$ cat src/rtl/rsitt_pkg.sv
// Shared types and constants for the RSI threshold trader.
`timescale 1ns / 1ps

package rsitt_pkg;

    // Configuration register widths and port shape
    localparam int CFG_IDX_W  = 2;
    localparam int CFG_DATA_W = 14;
    localparam int WIN_W      = 9;
    localparam int LIM_W      = 8;
    localparam int LVL_W      = 14;

    // Result field widths
    localparam int RSI_W   = 14;
    localparam int UNITS_W = 9;
    localparam int CASH_W  = 48;

    // Divider sequencing: 10000 = 5^4 * 2^4, then one quotient bit a step
    localparam int STEP_W      = 4;
    localparam int SCALE_STEPS = 4;
    localparam int SCALE_SHIFT = 4;

    localparam logic [RSI_W-1:0] RSI_MAX = 14'd10000;

    // Register reset values
    localparam logic [WIN_W-1:0] WIN_RESET = 9'd14;
    localparam logic [LIM_W-1:0] LIM_RESET = 8'd5;
    localparam logic [LVL_W-1:0] OB_RESET  = 14'd7000;
    localparam logic [LVL_W-1:0] OS_RESET  = 14'd3000;

    // Cash saturation bounds
    localparam logic signed [CASH_W-1:0] CASH_MAX = 48'sh7FFF_FFFF_FFFF;
    localparam logic signed [CASH_W-1:0] CASH_MIN = 48'sh8000_0000_0000;

    // Register indexes on the configuration port
    typedef enum logic [CFG_IDX_W-1:0] {
        REG_WINDOW     = 2'd0,
        REG_LIMIT      = 2'd1,
        REG_OVERBOUGHT = 2'd2,
        REG_OVERSOLD   = 2'd3
    } t_cfg_reg;

    // Trade action codes
    localparam logic [1:0] ACT_NONE = 2'd0;
    localparam logic [1:0] ACT_BUY  = 2'd1;
    localparam logic [1:0] ACT_SELL = 2'd2;

    // Status handed back by the divider
    typedef struct packed {
        logic             done;
        logic [RSI_W-1:0] quo;
        logic             rem_nz;
    } t_div_res;

endpackage

$ cat src/rtl/rsitt_div.sv
// Sequential divider: floor(10000 * gain / total) with remainder flag.
`timescale 1ns / 1ps

module rsitt_div #(
    parameter int TOT_W = 32
) (
    input  logic                i_clk,
    input  logic                i_rst_n,
    input  logic                i_start,
    input  logic [TOT_W-1:0]    i_gain,
    input  logic [TOT_W-1:0]    i_total,
    output rsitt_pkg::t_div_res o_res
);
    import rsitt_pkg::*;

    localparam int NW = TOT_W + RSI_W;

    typedef enum logic [1:0] {
        D_IDLE,
        D_SCALE,
        D_DIV
    } t_dstate;

    t_dstate           r_state;
    logic [NW-1:0]     r_rem;
    logic [NW-1:0]     r_dsh;
    logic [RSI_W-1:0]  r_quo;
    logic [STEP_W-1:0] r_step;
    logic              r_done;

    logic [NW-1:0]     n_five;
    logic              n_ge;

    // Times five for scaling, trial compare for division
    assign n_five = (r_rem << 2) + r_rem;
    assign n_ge   = (r_rem >= r_dsh);

    // Scale the gain, then restore one quotient bit a cycle
    always_ff @(posedge i_clk) begin
        if (!i_rst_n) begin
            r_state <= D_IDLE;
            r_step  <= '0;
            r_done  <= 1'b0;
        end else begin
            // Flag the cycle after the last quotient step
            r_done <= (r_state == D_DIV) && (r_step == STEP_W'(RSI_W - 1));
            unique case (r_state)
                D_IDLE: begin
                    if (i_start) begin
                        r_rem   <= NW'(i_gain);
                        r_dsh   <= NW'(i_total) << (RSI_W - 1);
                        r_step  <= '0;
                        r_state <= D_SCALE;
                    end
                end
                D_SCALE: begin
                    if (r_step == STEP_W'(SCALE_STEPS - 1)) begin
                        r_rem   <= n_five << SCALE_SHIFT;
                        r_step  <= '0;
                        r_state <= D_DIV;
                    end else begin
                        r_rem  <= n_five;
                        r_step <= r_step + STEP_W'(1);
                    end
                end
                D_DIV: begin
                    if (n_ge) begin
                        r_rem <= r_rem - r_dsh;
                    end
                    r_quo <= {r_quo[RSI_W-2:0], n_ge};
                    r_dsh <= r_dsh >> 1;
                    if (r_step == STEP_W'(RSI_W - 1)) begin
                        r_state <= D_IDLE;
                    end else begin
                        r_step <= r_step + STEP_W'(1);
                    end
                end
                default: r_state <= D_IDLE;
            endcase
        end
    end

    assign o_res.done   = r_done;
    assign o_res.quo    = r_quo;
    assign o_res.rem_nz = |r_rem;

endmodule

$ cat config.mk
export PLATFORM = sky130hd
export DESIGN_NAME = rsitt_div
export DESIGN_NICKNAME = d
export VERILOG_FILES = /design/src/rtl/rsitt_pkg.sv /design/src/rtl/rsitt_div.sv
export SDC_FILE = /design/constraint.sdc
export NUM_CORES = 1
export LEC_CHECK = 0
export ABC_AREA = 1
export BUFFER_PORTS_ARGS = -buffer_cell sky130_fd_sc_hd__buf_2
export CORE_MARGIN = 2
export CORE_UTILIZATION = 57
export DETAILED_ROUTE_END_ITERATION = 7
export GPL_ROUTABILITY_DRIVEN = 1
export PLACE_DENSITY_LB_ADDON = 0.3
export SKIP_CTS_REPAIR_TIMING = 1
export SLEW_MARGIN = 20
export SYNTH_ARGS = -nofsm -noshare
export SYNTH_HDL_FRONTEND = slang
export SYNTH_SLANG_ARGS = --single-unit
export TNS_END_PERCENT = 1
$ cat constraint.sdc
create_clock -name i_clk -period 3.9 [get_ports i_clk]
set_clock_uncertainty 0.2 [all_clocks]
set_input_delay 0.195 -clock i_clk [delete_from_list [all_inputs] [get_ports i_clk]]
set_output_delay 0.195 -clock i_clk [all_outputs]
set_load 0.005 [all_outputs]
==> results_dict.tcl <==
set metrics [dict create \
    cts.sink_count 112 \
    worst_setup_path_start_kind "flop" \
    gr-total-overflow 0 \
    outcome "complete, but fails checks" \
    nNetsFinal 2208 \
    hold_class "primary input to flop" \
    syn-num-nets 2084 \
    worst-slew-pin-transition_ns 0.795 \
    fmax_ghz 0.315 \
    slew_violations 0 \
    yosysSeqAreaShare_pct 27.4 \
    final_common_cell "nand2_1" \
    drt_wl_total_um 41500 \
    cp_max_fo 44 \
    pwr-share-comb_pct 74.4 \
    via_per_inst 5.61 \
    worst-setup-path-type "flop to flop" \
    yosysUniqueCellTypes 47 \
    tns_ns 0 \
    routedWlPerCell_um 17.8 \
    violations "hold timing" \
    cts_buffer_depth 2 \
    p_leak_nw 6.85 \
    vias 13000 \
    syn_inst 1921 \
    die_w_um 149 \
    htreeDepth 3 \
    power.density_nw_per_um2 989 \
    dr.pass1.iters 6 \
    die_area_um2 22200 \
    portBuffers 82 \
    grt_usage_pct 36.3 \
    p_sw_share_pct 58.3 \
    place_congestion 1.03 \
    cts_inserted_buffers 9 \
    cp.required_ns 3.75 \
    synth_flop_cell "edfxtp_1" \
    final_cell_mix "nand2_1, inv_1, nor2_1" \
    layout-drive-gt1-share_pct 7.17 \
    worstSkewPairLatency_ns 0.37 \
    netlist_area_um2 12000 \
    rsz0062_at_grt "no" \
    seq_power_share_pct 18.5 \
    timing.final.crit_share_pct 81.5 \
    synthToLayoutAreaGrowth_pct 12.6 \
    slew_headroom_pct 46.9 \
    postRouteAntennaNets 0 \
    p_switching_w 0.00779 \
    drc 0 \
    io_pins 83 \
    grt_max_degree 63 \
    peakVddDrop_mv 0.745 \
    fp.dieH_um 149 \
    grt_first_pass_wirelength_um 61000 \
    cap_viol_max_count 0 \
    drt_iter0_markers 1431 \
    clkTransAtPathRegs_ns 0.08 \
    synth.avg_cell_area_um2 6.25 \
    clockPowerShare_pct 7.2 \
    dp_hpwl_um 33800 \
    coreArea_um2 20800 \
    start_util_pct 57.6 \
    critPathCaptureType "flop" \
    ys_ff_latch 112 \
    antenna_found_initial 0 \
    cts-root-buf "clkbuf_16" \
    synth-edff-count 105 \
    yosys_warnings 0 \
    n_antenna_cell 0 \
    post-route-min-period_ns 3.18 \
    hold_viol 9 \
    cts_tree "done" \
    crit_arrival_ns 3.03 \
    finalSetupViolCount 0 \
    whs_ns -0.0513 \
    fin_util_pct 64.9 \
    rows 53 \
    grt_pass1_vias 11800 \
    internal_power_w 0.00558 \
    synth-async-reset-ratio_pct 0 \
]
==> per-stage QoR <==
stage	instances	worst slack, ns	total power [W]	instance area (µm²)
5_1_grt	2325	0.448	0.0146	13500
3_3_place_gp	2261	0.860	0.0119	12700
6_report	2325	0.721	0.0134	13500
2_1_floorplan	1921	0.0631	0.00936	12000
4_1_cts	2277	0.770	0.0130	13000
3_5_place_dp	2261	0.789	0.0120	12700
==> state kept, by name, indices dropped and copies added (netlist names) <==
register and count:
r_rem 46, r_done 1, r_dsh 45, r_step 4, r_state 2, r_quo 14
==> path summary, 6_finish.rpt <==
path         slack (ns)  cells past startpoint      start         to
max                0.72                     17   r_rem[0]  r_rem[34]
min               -0.05                      3  i_gain[4]   r_rem[4]
max reg2reg        0.72                     17   r_rem[0]  r_rem[34]
min reg2reg        0.27                      0   r_quo[0]   r_quo[1]
==> final cells by class <==
class,instances,area (µm²)
clock buffer,9,225
clock inverter,7,76.3
fill,1987,7300
inverter,298,1120
multi-input combinational,1484,7480
sequential,112,3290
tap,275,344
timing repair buffer,140,978
==> power groups by stage <==
stage | registers [W] | clock network [W] | logic, W
2_1_floorplan | 0.00226 | 0 | 0.00710
3_3_place_gp | 0.00243 | 0 | 0.00950
3_5_place_dp | 0.00245 | 0 | 0.00958
4_1_cts | 0.00243 | 0.000963 | 0.00964
5_1_grt | 0.00249 | 0.00100 | 0.0111
6_report | 0.00247 | 0.000958 | 0.00995
==> critical path: stages, from the launching register on <==
cell and delay (ns):
edfxtp_1 0.41, inv_1 0.06, ha_1 0.22, fa_1 0.37, inv_1 0.11, nand3_1 0.07
nand2_1 0.16, nand2_1 0.10, nand2_1 0.11, nand3_1 0.08, nand2_1 0.15, nand2_1 0.09
nand2_1 0.10, nand2_1 0.07, nand4_1 0.08, nand2_1 0.11, inv_1 0.12, buf_12 0.25
==> logic make-up (layout without fill, tap and decap cells) <==
group           Yosys count  after routing  share of synthesized area (%)
simple gates           1102           1102                           38.5
flops                   112            112                           27.4
fa+ha+maj                96             96                           10.1
xor+xnor                 20             20                           1.46
buf+inv                 325            454                           10.3
compound gates          266            266                           12.2
==> layer usage <==
layer / vias to the layer above / global-route usage (%) / part of all wire, %
met3: 90 / 7.13 / 9.4
met5: - / 0 / 0
met1: 5858 / 48.7 / 42
met2: 588 / 58.4 / 45
li1: 6502 / - / -
met4: 0 / 13.1 / 3.6
==> synthesized netlist by cell type, types with 5 or more instances <==
master,n,share of area (%)
nor4_1,14,0.73
dfxtp_1,7,1.2
o21bai_1,13,0.81
buf_2,12,0.50
a31oi_1,5,0.26
nor2_2,10,0.52
xor2_1,20,1.5
nand3b_1,15,0.94
inv_1,295,9.2
ha_1,94,9.8
or2_2,8,0.42
o21a_1,6,0.38
a21oi_1,114,4.8
clkbuf_1,14,0.44
nand3_1,152,6.3
nand2_2,6,0.31
nor3_1,17,0.71
nand2_1,637,20
o21ai_0,101,4.2
edfxtp_1,105,26
nor2_1,208,6.5
nand4_1,21,1.1
(Power assumes the default switching activity.)
